--- src/hdl/icc_pkg.sv ---
`timescale 1ns / 1ps
// ----------------------------------------------------------------------------
// icc_pkg
// shared types and constants for the clamped image convolution block
// ----------------------------------------------------------------------------
package icc_pkg;
  localparam int unsigned MaxWidthDef  = 1024;
  localparam int unsigned MaxHeightDef = 1024;
  localparam int unsigned MaxKernelDef = 5;
  localparam int unsigned CfgIdxW      = 2;
  localparam int unsigned CfgDataW     = 11;
  localparam int unsigned CoefW        = 20;
  localparam int unsigned PixW         = 8;
  localparam int unsigned CoordW       = 10;
  localparam int unsigned CoefIdxW     = 5;
  localparam int unsigned PixMax       = 255;

  localparam logic [CfgIdxW-1:0] CfgWidth  = 2'd0;
  localparam logic [CfgIdxW-1:0] CfgHeight = 2'd1;
  localparam logic [CfgIdxW-1:0] CfgRadius = 2'd2;

  localparam logic CmdCoef  = 1'b0;
  localparam logic CmdPixel = 1'b1;

  // job handed from the sequencer to the accumulator
  typedef struct packed {
    logic              start;
    logic              tap;
    logic              last_tap;
    logic [CoordW-1:0] x;
    logic [CoordW-1:0] y;
    logic              flast;
  } mac_ctl_t;
endpackage

--- src/hdl/icc_mac.sv ---
`timescale 1ns / 1ps
// ----------------------------------------------------------------------------
// icc_mac
// multiply-accumulate of window taps, clamp and output register
// ----------------------------------------------------------------------------
module icc_mac (
  input  logic                      clk_i,
  input  logic                      rst_ni,
  input  icc_pkg::mac_ctl_t         ctl_i,
  input  logic [icc_pkg::PixW-1:0]  pix_i,
  input  logic signed [icc_pkg::CoefW-1:0] coef_i,
  input  logic                      stall_i,
  output logic                      valid_o,
  output logic [icc_pkg::PixW-1:0]  out_pixel_o,
  output logic [icc_pkg::CoordW-1:0] out_x_o,
  output logic [icc_pkg::CoordW-1:0] out_y_o,
  output logic                      frame_last_o
);
  import icc_pkg::*;
  localparam int unsigned AccW = CoefW + PixW + 6;

  logic signed [CoefW+PixW:0] prod_q;
  logic                       prod_v_q, prod_last_q, prod_start_q;
  logic signed [AccW-1:0]     acc_q, acc_base;
  logic [CoordW-1:0]          x_q, y_q;
  logic                       fl_q;
  logic [PixW-1:0]            res;
  logic signed [AccW-1:0]     acc_d;

  always_ff @(posedge clk_i or negedge rst_ni) begin
    if (!rst_ni) begin
      prod_v_q <= 1'b0;
      valid_o  <= 1'b0;
    end else begin
      prod_v_q <= ctl_i.tap;
      valid_o  <= (prod_v_q && prod_last_q) || (valid_o && stall_i);
    end
  end

  assign acc_base = prod_start_q ? '0 : acc_q;
  assign acc_d    = acc_base + AccW'(prod_q);

  always_comb begin
    if (acc_d > AccW'(signed'(PixMax * 4096))) res = PixW'(PixMax);
    else if (acc_d < 0) res = '0;
    else res = PixW'(acc_d >>> 12);
  end

  always_ff @(posedge clk_i) begin
    prod_q       <= $signed({1'b0, pix_i}) * coef_i;
    prod_last_q  <= ctl_i.last_tap;
    prod_start_q <= ctl_i.start;
    if (ctl_i.start) begin
      x_q  <= ctl_i.x;
      y_q  <= ctl_i.y;
      fl_q <= ctl_i.flast;
    end
    if (prod_v_q) acc_q <= acc_d;
    if (prod_v_q && prod_last_q) begin
      out_pixel_o  <= res;
      out_x_o      <= x_q;
      out_y_o      <= y_q;
      frame_last_o <= fl_q;
    end
  end
endmodule

--- config.mk ---
export PLATFORM = sky130hd
export DESIGN_NAME = icc_mac
export DESIGN_NICKNAME = d
export VERILOG_FILES = /design/src/hdl/icc_pkg.sv /design/src/hdl/icc_mac.sv
export SDC_FILE = /design/constraint.sdc
export NUM_CORES = 1
export LEC_CHECK = 0
export BUFFER_PORTS_ARGS = -buffer_cell sky130_fd_sc_hd__buf_2
export CORE_MARGIN = 2
export CORE_UTILIZATION = 56
export CTS_CLUSTER_SIZE = 20
export DETAILED_ROUTE_END_ITERATION = 6
export GPL_ROUTABILITY_DRIVEN = 1
export PLACE_DENSITY = 0.87
export SYNTH_ARGS = -nofsm -noshare
export SYNTH_HDL_FRONTEND = slang
export SYNTH_SLANG_ARGS = --single-unit
--- constraint.sdc ---
create_clock -name clk_i -period 3.8 [get_ports clk_i]
set_input_delay 1.14 -clock clk_i [delete_from_list [all_inputs] [get_ports clk_i]]
set_output_delay 1.14 -clock clk_i [all_outputs]
set_load 0.02 [all_outputs]
* Word level (Yosys, flattened, before mapping)
Cells that the tools add are included.
Operators by class: reductions and logical operators 3, $lt $le $gt $ge 2, $mul 1, muxes and demuxes 2, $add $sub $neg 1
Operators by type and width (count):
- adder 34 x 29 -> 34 bit | 1
- greater-than comparator 34 x 21 -> 1 bit, second input constant | 1
- less-than comparator 34 x 1 -> 1 bit, second input constant | 1
- two-way mux 34 bit | 1
- multiplier 9 x 20 -> 29 bit | 1
- two-way mux 8 bit | 1
- logical AND 1 bit | 2
- logical OR 1 bit | 1
Word-level totals: register bits 117, output and inout port bits 30, logic and storage cells 22

* Depth between registers and ports, before layout
Gate-level depths: netlist of run 1.
depth after elaboration 4, depth in mapped cells 21, depth with buffers taken out 20

* Worst setup path before layout of run 1
Ideal clock, no wire load.
kind input to register, start point input pix_i[2] in the netlist's numbering, end point register prod_q[28], setup slack -2.005 ns, arrival time 5.733 ns, stages on the path 19, library setup time 0.072 ns, buffers on the path 1, cells stage by stage clkbuf_1 > nand2_1 > fa_1 > inv_1 > fa_1 > fa_1 > inv_1 > fa_1 > inv_1 > ha_1 > a2111oi_0 > o21ai_0 > a41oi_1 > o2111a_1 > o31ai_1 > a21oi_1 > o21bai_1 > a21oi_1 > xnor2_1
On the way: longest elaborated chain between the ends 1
RTL lines:
- from (decl) | line icc_mac.sv:10 | input logic [icc_pkg::PixW-1:0] pix_i,
- multiplier 9 x 20 -> 29 bit | line icc_mac.sv:50 | prod_q <= $signed({1'b0, pix_i}) * coef_i;
- to (signal assigned) | line icc_mac.sv:50
- to (decl) | line icc_mac.sv:22 | logic signed [CoefW+PixW:0] prod_q;
Every way passes these cells. A chain may end at the register's enable or synchronous reset.

* Final worst setup path of run 1
start point input coef_i[7] in the netlist's numbering, end point register prod_q[27]
On the way: longest elaborated chain between the ends 1
RTL lines:
- from (decl) | line icc_mac.sv:11 | input logic signed [icc_pkg::CoefW-1:0] coef_i,
- multiplier 9 x 20 -> 29 bit | line icc_mac.sv:50
Every way passes these cells.

==> impl_results.md, run 1 <==
* Tightest Pin Transition at 1.18 ns
* Diode count at 0
* Layout Utilization at 74.0%
* Post-DP HPWL at 18.4 mm
* Yosys warns at 0
* DR WL met3 at 1.71 mm
* Hold-fix buffers, CTS at 0
* Syn Area/Cell at 10.2 µm²
* I/O pin total at 85
* Drt first pass iters at 5
* Pin count of the biggest net entering global routing at 36
* Yosys reg bits at 117
* Initial DRC Count at 530
* Clock tree root buffer cell: clkbuf_16
* Highest metal used: met4
* Met1 Wirelength at 11.0 mm
* Power Density at 890 nW/µm²
* Worst EP arrival at 5.54 ns
* CTS sink cnt at 117
* Die Wd at 144 µm
* Tightest Hold Check Type: reg -> reg
* Slew Viols, Final at 0
* Vias in the first global route at 9,306
* Post-synth EDFFs at 84
* Die Y at 144 µm
* Met2 wire length at 15.1 mm
* Placer Congestion at 0.864
* Layout cells sized above 1 at 31.4%
* Initial antenna violation count at 0
* Setup TNS at -19.75 ns
* Pleak at 0.00681 µW
* GRT Total Usage at 27.5%
* Non-filler instance count after layout at 1,562
* Nets@finish at 1,557
* Hold Fails Final Rpt at 0
* # port buffers at 84
* # setup viols final at 30
* # DRC at 0
* Setup ws final at -1.40 ns
* Fin crit period at 5.20 ns
* Area after DPL at 12,700 µm²
* Max-cap violations at 0
* Syn Nets at 1,348
* Failing checks: negative setup slack
* Clk buf depth at 2
* First-pass GRT wire length at 44.1 mm
* Async SR Flop Fraction at 1.71%
* Starting density of the core at 56.6%
* Vias/cell at 5.54
* CTS buffer count at 17
* Worst-path fanout max at 7
* Die area at 20,600 µm²
* Number of library cell types mapped by synthesis at 64
* Placed Cells incl. Taps at 1,506
* Most frequent cells in the layout: 183 x inv_1, 118 x buf_4, 115 x fa_1, 84 x edfxtp_1, 81 x and2_1
* Worst slew margin at 21.1%
* Total Routed Length at 29.1 mm
* Total gr overflow at 0
* Post-synthesis sequential area ratio at 29.2%
* Critical path class: in -> reg
* Routed len/inst at 18.6 µm
* Area Overhead vs Synth at 30.7%
* Most common cell after layout, fill and taps aside: inv_1
* Post-Syn Area at 10,900 µm²
* Site row count at 51
* Fmax achieved at 0.192 GHz
* Critical Path End Type: flip-flop
* CORE AREA at 19,300 µm²
* Top_reg_cell synth: edfxtp_1
* Clock skew at 0.00864 ns
* CTS H-tree lvls at 4
* Setup repair after global routing missed its margin: yes
* Final ANT Viol Nets at 0
* Syn Inst Count at 1,075
* Hold WS at 0.415 ns
* Post-Layout Inst Area at 14,300 µm²
* Vias at 8,656
* Clk_lat worst skew at 0.41 ns
* Crit start category: primary input
* Outcome: finished with violations
* CTS tree: yes
* Worst-path clk slew at 0.06 ns
* Max VDD drop at 439 µV
* Worst Path Required at 4.14 ns
* Final worst path period share at 137%
[sequential cells by signal, summed over array words and instances, names as in the netlist]
| register | cells |
|---|---|
| acc_q | 34 |
| y_q | 10 |
| prod_v_q | 1 |
| out_y_o | 10 |
| valid_o | 1 |
| prod_start_q | 1 |
| fl_q | 1 |
| frame_last_o | 1 |
| prod_q | 29 |
| prod_last_q | 1 |
| out_pixel_o | 8 |
| x_q | 10 |
| out_x_o | 10 |
[report_power, final]
part,switching (µW),internal (µW)
logic,4750,4250
clock network,613,917
registers,156,2020
[per-stage QoR]
stage	setup WS [ns]	total power (µW)
floorplan	-1.46	7350
global placement	-1.84	9170
detailed placement	-2.01	9550
CTS	-1.20	11800
global route	-1.61	13500
finish	-1.40	12700
[cell families after synthesis]
group                      share of synthesized area [%]
adders and majority gates                           33.7
and+or+nand+nor                                     14.4
AOI/OAI and AO/OA                                   10.2
buffers and inverters                               7.94
xor gates and xnor gates                            4.41
DFF                                                 29.2
[timing repair]
item,in CTS,in global routing
resized for setup,140,56
buffers inserted,19,13
setup endpoints to repair,32,32
pin swaps,36,42
cloned,5,0
[final cells by class]
class / count / area, µm²
clock buffer: 17 / 425
clock inverter: 15 / 145
fill: 1164 / 5010
inverter: 203 / 769
multi-input combinational: 729 / 7600
sequential: 117 / 3200
tap: 265 / 332
timing repair buffer: 216 / 1800
[cells in the mapped netlist (all sizes together) (2+ instances only)]
cell type  number  area, µm²
nor2           26       97.6
and2           95        594
inv           203        762
nor3            7       40.0
fa            127       2540
o41ai           3       45.1
nand4           3       18.8
a31oi           4       25.0
dfxtp          31        621
a31o            4       35.0
a21o           28        210
a21oi          46        234
nand3           9       45.0
a2111oi         3       33.8
and3            6       37.5
xnor2          38        333
clkbuf         25       93.8
nand2b          6       37.5
or2             2       12.5
o211ai          4       30.0
o21a            8       60.1
and4            5       46.3
o21bai          8       60.1
edfxtp         84       2520
nor4            4       40.0
or3             2       12.5
nand2          91        342
a211oi          6       50.1
xor2           17        149
ha             91       1140
a41o            2       20.0
a311oi          2       17.5
a211o           2       17.5
dfrtp           2       50.1
nor2b          36        225
o31ai           3       22.5
o21ai          26        134
[path summary, 6_finish.rpt]
check                        startpoint              to  slack [ns]  cells past startpoint
min                              x_q[7]      out_x_o[7]        0.42                      0
max                           coef_i[7]      prod_q[27]       -1.40                     16
max in group asynchronous        rst_ni        prod_v_q        3.20                      1
max reg2reg                prod_start_q  out_pixel_o[0]       -0.11                     14
min in group asynchronous        rst_ni         valid_o        0.51                      1
min reg2reg                      x_q[7]      out_x_o[7]        0.42                      0
[routing by layer]
layer / vias up / track usage, %
met5: - / 0
met4: 0 / 11.9
met3: 119 / 4.33
met2: 397 / 50.9
met1: 4233 / 31.4
li1: 3907 / -
[critical path: stages]
cell and delay [ns]:
buf_6 0.12, and2_1 0.18, fa_2 0.59, fa_1 0.48, fa_1 0.53, fa_1 0.54
ha_1 0.41, nand4_1 0.13, o21ai_1 0.11, a31oi_2 0.21, a21oi_2 0.11, a41o_1 0.25
o41ai_2 0.30, o21bai_1 0.16, a21oi_2 0.15, xnor2_1 0.13
Note: power is estimated with default switching activity, not from simulation.
==> run 2: changes to the inputs <==
clock period = 4.4 ns   (was 3.8 ns; I/O delays follow)
==> run 2 against run 1 <==
  * The run still ends with negative setup slack left
  * Sequential power decreased by 14%
  * First-iteration DRC count decreased by 12%
  * Sequential share of layout area increased by 0.23 points
  * Non-clock buffer count decreased by 8
  * Global-route usage decreased by 0.80 points
  * Via count decreased by 1.4%
  * Die area unchanged
  * Critical endpoint unchanged
  * Largest power group unchanged
==> impl_results.md, run 2 (synthesized netlist as in run 1, its figures left out) <==
* Failing checks: negative setup slack
* Power Density at 767 nW/µm²
* I/O pin total at 85
* Layout cells sized above 1 at 29.1%
* Met1 Wirelength at 10.5 mm
* Placer Congestion at 0.878
* Post-DP HPWL at 18.0 mm
* CTS sink cnt at 117
* Fin crit period at 5.37 ns
* CTS tree: yes
* Critical path class: in -> reg
* # port buffers at 84
* Most frequent cells in the layout: 183 x inv_1, 117 x fa_1, 111 x buf_4, 84 x edfxtp_1, 81 x and2_1
* Tightest Pin Transition at 0.518 ns
* Clock tree root buffer cell: clkbuf_16
* First-pass GRT wire length at 43.2 mm
* Top Registers: acc_q: 34 flops, prod_q: 29 flops
* Site row count at 51
* Slew Viols, Final at 0
* # DRC at 0
* Nets@finish at 1,549
* Pin count of the biggest net entering global routing at 36
* Setup repair after global routing missed its margin: yes
* Critical Path End Type: flip-flop
* GRT Total Usage at 26.7%
* Starting density of the core at 56.6%
* CTS buffer count at 17
* Flop pwr share at 17.2%
* Drt first pass iters at 5
* Setup TNS at -10.14 ns
* Switching power at 4580 µW
* Initial antenna violation count at 0
* Vias at 8,536
* Hold Fails Final Rpt at 0
* Max reg flops at 34
* # setup viols final at 20
* Clk_lat worst skew at 0.42 ns
* Worst slew margin at 65.3%
* Tightest Hold Check Type: reg -> reg
* Worst Path Required at 4.75 ns
* Most common cell after layout, fill and taps aside: inv_1
* Max-cap violations at 0
* Setup ws final at -0.965 ns
* CTS H-tree lvls at 4
* Highest metal used: met4
* Net Sw Frac at 42.3%
* Total Routed Length at 27.5 mm
* Diode count at 0
* Die Y at 144 µm
* Clock share of power at 12.7%
* Die Wd at 144 µm
* Vias/cell at 5.49
* DP Worst Slack at -1.59 ns
* Clock skew at 0.00784 ns
* Final ANT Viol Nets at 0
* Most flop-heavy register: acc_q
* Worst EP arrival at 5.71 ns
* Initial DRC Count at 464
* Clk buf depth at 2
* Hold WS at 0.415 ns
* DR WL met3 at 1.73 mm
* Routed len/inst at 17.7 µm
* Pleak at 0.00674 µW
* Vias in the first global route at 9,101
* Fmax achieved at 0.186 GHz
* Max VDD drop at 402 µV
* Total gr overflow at 0
* Crit start category: primary input
* FILL cells at 1,224
* Power Internal at 6250 µW
* Die area at 20,600 µm²
* Met2 wire length at 14.0 mm
* Worst-path fanout max at 7
* Combinational Power Share at 70.1%
* Outcome: finished with violations
* Final worst path period share at 122%
* Worst-path clk slew at 0.06 ns
* CORE AREA at 19,300 µm²
* Area Overhead vs Synth at 29.2%
## run 2: cell types whose count changed in the layout (fill, tap and decap cells not counted), moves of 4 or more
cell and delta:
buf_4 -7, xnor2_1 +4, nand2_2 -7, ha_1 +4, nand2_1 +5, xnor2_2 -4
buf_6 -4
## run 2: final timing paths
check	startpoint	end	depth (start not counted)	slack [ns]
worst max-delay path	coef_i[5]	prod_q[27]	20	-0.97
worst min-delay path	x_q[4]	out_x_o[4]	0	0.41
worst max register to register	prod_start_q	out_pixel_o[0]	13	0.24
worst min register to register	x_q[4]	out_x_o[4]	0	0.41
max in group asynchronous	rst_ni	valid_o	1	3.63
min in group asynchronous	rst_ni	prod_v_q	1	0.68
## run 2: through the flow
| step | cell area, µm² | util [%] | instances | total power (µW) |
|---|---|---|---|---|
| after floorplan | 11400 | - | 1075 | 6350 |
| after global placement | 12600 | 65.5 | 1496 | 7840 |
| after detailed placement | 12600 | 65.5 | 1496 | 8140 |
| after CTS | 13900 | 72.2 | 1549 | 10200 |
| after global routing | 14100 | 73.2 | 1554 | 11600 |
| final | 14100 | 73.2 | 1554 | 10800 |
## run 2: worst max-delay path, cell delays in order
cell,delay [ns]
buf_12,0.10
nand2_2,0.07
fa_1,0.54
inv_1,0.07
fa_1,0.52
fa_1,0.50
inv_1,0.05
fa_1,0.50
inv_2,0.05
ha_4,0.23
a21o_1,0.17
a21oi_2,0.17
o21ai_2,0.10
a31oi_4,0.18
a21oi_2,0.09
a41o_1,0.24
o41ai_2,0.34
o21bai_1,0.17
a21oi_2,0.16
xnor2_1,0.13
## run 2: power by group through the flow
stage | combinational (µW) | sequential, µW | clock, µW
after global routing | 8250 | 1900 | 1430
after floorplan | 4450 | 1890 | 0
after CTS | 6900 | 1860 | 1390
final | 7590 | 1860 | 1370
after global placement | 5980 | 1860 | 0
after detailed placement | 6260 | 1880 | 0
## run 2: timing repair
item | CTS | global route
endpoints found under the setup margin | 21 | 20
cloned | 4 | 1
buffers inserted | 19 | 9
hold buffers | 0 | 0
pin swaps | 48 | 18
gates resized for setup | 119 | 36
## run 2: area by class of cell
| type | instances | area, µm² | share of cell area, % |
|---|---|---|---|
| multi-input cells | 729 | 7480 | 53.0 |
| inverters | 203 | 769 | 5.46 |
| well taps | 265 | 332 | 2.35 |
| flip-flops and latches | 117 | 3190 | 22.6 |
| clock buffers | 17 | 425 | 3.02 |
| repair buffers | 208 | 1740 | 12.3 |
| clock inverters | 15 | 169 | 1.20 |
## run 2: routing by layer
| metal | vias to the layer above | track usage, % |
|---|---|---|
| met4 | 0 | 11.8 |
| met2 | 412 | 48.6 |
| met1 | 4117 | 30.4 |
| met3 | 109 | 5.13 |
| li1 | 3898 | - |
| met5 | - | 0 |
==> run 3: changes to the inputs <==
CORE_ASPECT_RATIO = 0.75   (was not set)
SKIP_CTS_REPAIR_TIMING = 1   (was not set)
==> run 3 against run 2 <==
  * Non-clock buffer count shrank 10
  * Final area shrank 2.8%
  * The flow still finishes with violations (negative setup slack)
  * Combinational power shrank 2%
  * Largest power group unchanged
  * Core utilization shrank 1.9 points
==> impl_results.md, run 3 (synthesized netlist as in run 1, its figures left out) <==
* Outcome: finished with violations
* Failing checks: negative setup slack
* Worst EP arrival at 5.94 ns
* FILL cells at 1,162
* Fmax achieved at 0.179 GHz
* Most common cell after layout, fill and taps aside: inv_1
* DP Worst Slack at -1.55 ns
* GRT Total Usage at 25.2%
* Site row count at 44
* Worst slew margin at 62.3%
* Worst-path clk slew at 0.06 ns
* Max VDD drop at 497 µV
* Area Overhead vs Synth at 25.5%
* Multi-input logic area at 7410 µm²
* Most frequent cells in the layout: 189 x inv_1, 118 x fa_1, 114 x buf_4, 87 x and2_1, 84 x edfxtp_1
* Reg2reg setup slack at 0.20 ns
* # setup viols final at 19
* Final ANT Viol Nets at 0
* Setup repair after global routing missed its margin: yes
* Setup TNS at -12.91 ns
* Top Registers: acc_q: 34 flops, prod_q: 29 flops
* Nets@finish at 1,539
* Setup ws final at -1.19 ns
* Vias in the first global route at 8,996
* Fin crit period at 5.59 ns
* Hold Path Depth at 0
* CTS buffer count at 17
* CTS tree: yes
* Vias/cell at 5.62
* Clock skew at 0.00785 ns
* Hold path start: x_q[2]
* I/O pin total at 85
* Clock tree root buffer cell: clkbuf_16
* Flop pwr share at 17.4%
* Die Wd at 165 µm
* Max-cap violations at 0
* Starting density of the core at 56.8%
* Die Y at 125 µm
* Die area at 20,600 µm²
* # DRC at 0
* Pin count of the biggest net entering global routing at 36
* Crit start category: primary input
* Diode count at 0
* Worst Path Required at 4.75 ns
* Hold endpoint: out_x_o[2]
* Reg2reg end: out_pixel_o[0]
* # port buffers at 84
* Post-DP HPWL at 18.3 mm
* CORE AREA at 19,200 µm²
* Max reg flops at 34
* Slew Viols, Final at 0
* Clk buf depth at 2
* Initial antenna violation count at 0
* Net Sw Frac at 43.4%
* Worst-path fanout max at 7
* Switching power at 4640 µW
* Total Routed Length at 27.3 mm
* Register area at 3190 µm²
* Drt first pass iters at 7
* Routed len/inst at 17.8 µm
* Combinational Power Share at 69.9%
* Layout Utilization at 71.3%
* Tightest Hold Check Type: reg -> reg
* Critical path class: in -> reg
* Hold Fails Final Rpt at 0
* Critical Path End Type: flip-flop
* Total gr overflow at 0
* Pwr Total at 10,700 µW
* CTS sink cnt at 117
* Pleak at 0.00662 µW
* Non-filler instance count after layout at 1,532
* Reg2Reg Depth at 14
* Initial DRC Count at 890
* Vias at 8,603
* First-pass GRT wire length at 41.3 mm
* Power Density at 781 nW/µm²
* Final worst path period share at 127%
* Layout cells sized above 1 at 26.8%
* Placed Cells incl. Taps at 1,488
* CTS H-tree lvls at 4
* Tightest Pin Transition at 0.563 ns
* Clk_lat worst skew at 0.42 ns
* Power Internal at 6060 µW
* Most flop-heavy register: acc_q
* Placer Congestion at 0.882
* Clock share of power at 12.7%
* FF-to-FF Start: prod_start_q
run 3: changes by cell type in the layout (fill, tap and decap cells not counted), sizes merged:
cell	delta
buf	-11
clkinv	+1
clkbuf	+3
inv	-3
run 3: how the worst max path moves through the flow:
| stage | slack, ns | cells after the start | to | from |
|---|---|---|---|---|
| after global routing | -1.34 | 19 | prod_q[27] | pix_i[6] |
| final | -1.19 | 19 | prod_q[27] | pix_i[5] |
| after CTS | -1.16 | 20 | prod_q[27] | pix_i[1] |
| after global placement | -1.44 | 20 | prod_q[28] | pix_i[2] |
| after floorplan | -1.04 | 19 | prod_q[28] | pix_i[1] |
| after detailed placement | -1.55 | 20 | prod_q[27] | pix_i[1] |
run 3: stage by stage:
step,instance area [µm²],hold slack [ns]
floorplan,11400,0.400
global placement,12600,0.400
detailed placement,12600,0.405
CTS,13200,0.417
global route,13700,0.424
finish,13700,0.416
run 3: power groups by stage:
stage	sequential [µW]	combinational, µW	clock, µW
2_1_floorplan	1890	4450	0
4_1_cts	1860	6500	1360
6_report	1860	7470	1360
3_5_place_dp	1880	6350	0
3_3_place_gp	1860	6080	0
5_1_grt	1880	8100	1420
run 3: layout make-up:
| class | count | share of cell area (%) |
|---|---|---|
| multi-input cells | 729 | 54.1 |
| clock buffers | 19 | 3.23 |
| flip-flops and latches | 117 | 23.3 |
| clock inverters | 13 | 0.949 |
| repair buffers | 198 | 10.5 |
| well taps | 253 | 2.31 |
| inverters | 203 | 5.58 |
run 3: layer usage:
| metal | routed length (µm) | share of wire [%] | track usage (%) | vias up |
|---|---|---|---|---|
| li1 | - | - | - | 3873 |
| met1 | 10500 | 38 | 31.2 | 4213 |
| met2 | 13900 | 51 | 43.1 | 407 |
| met3 | 1960 | 7.2 | 6.09 | 110 |
| met4 | 968 | 3.5 | 8.80 | 0 |
| met5 | 0 | 0 | 0 | - |
run 3: worst max-delay path: stages:
cell      delay [ns]
buf_12          0.12
and2_4          0.16
fa_1            0.55
fa_1            0.45
fa_1            0.57
inv_2           0.05
fa_1            0.56
inv_2           0.06
ha_4            0.27
and2_4          0.15
nand4_1         0.13
o21ai_2         0.12
a31oi_4         0.23
a21oi_4         0.09
a41o_1          0.30
o41ai_2         0.39
o21bai_1        0.13
a21oi_2         0.16
xnor2_1         0.12
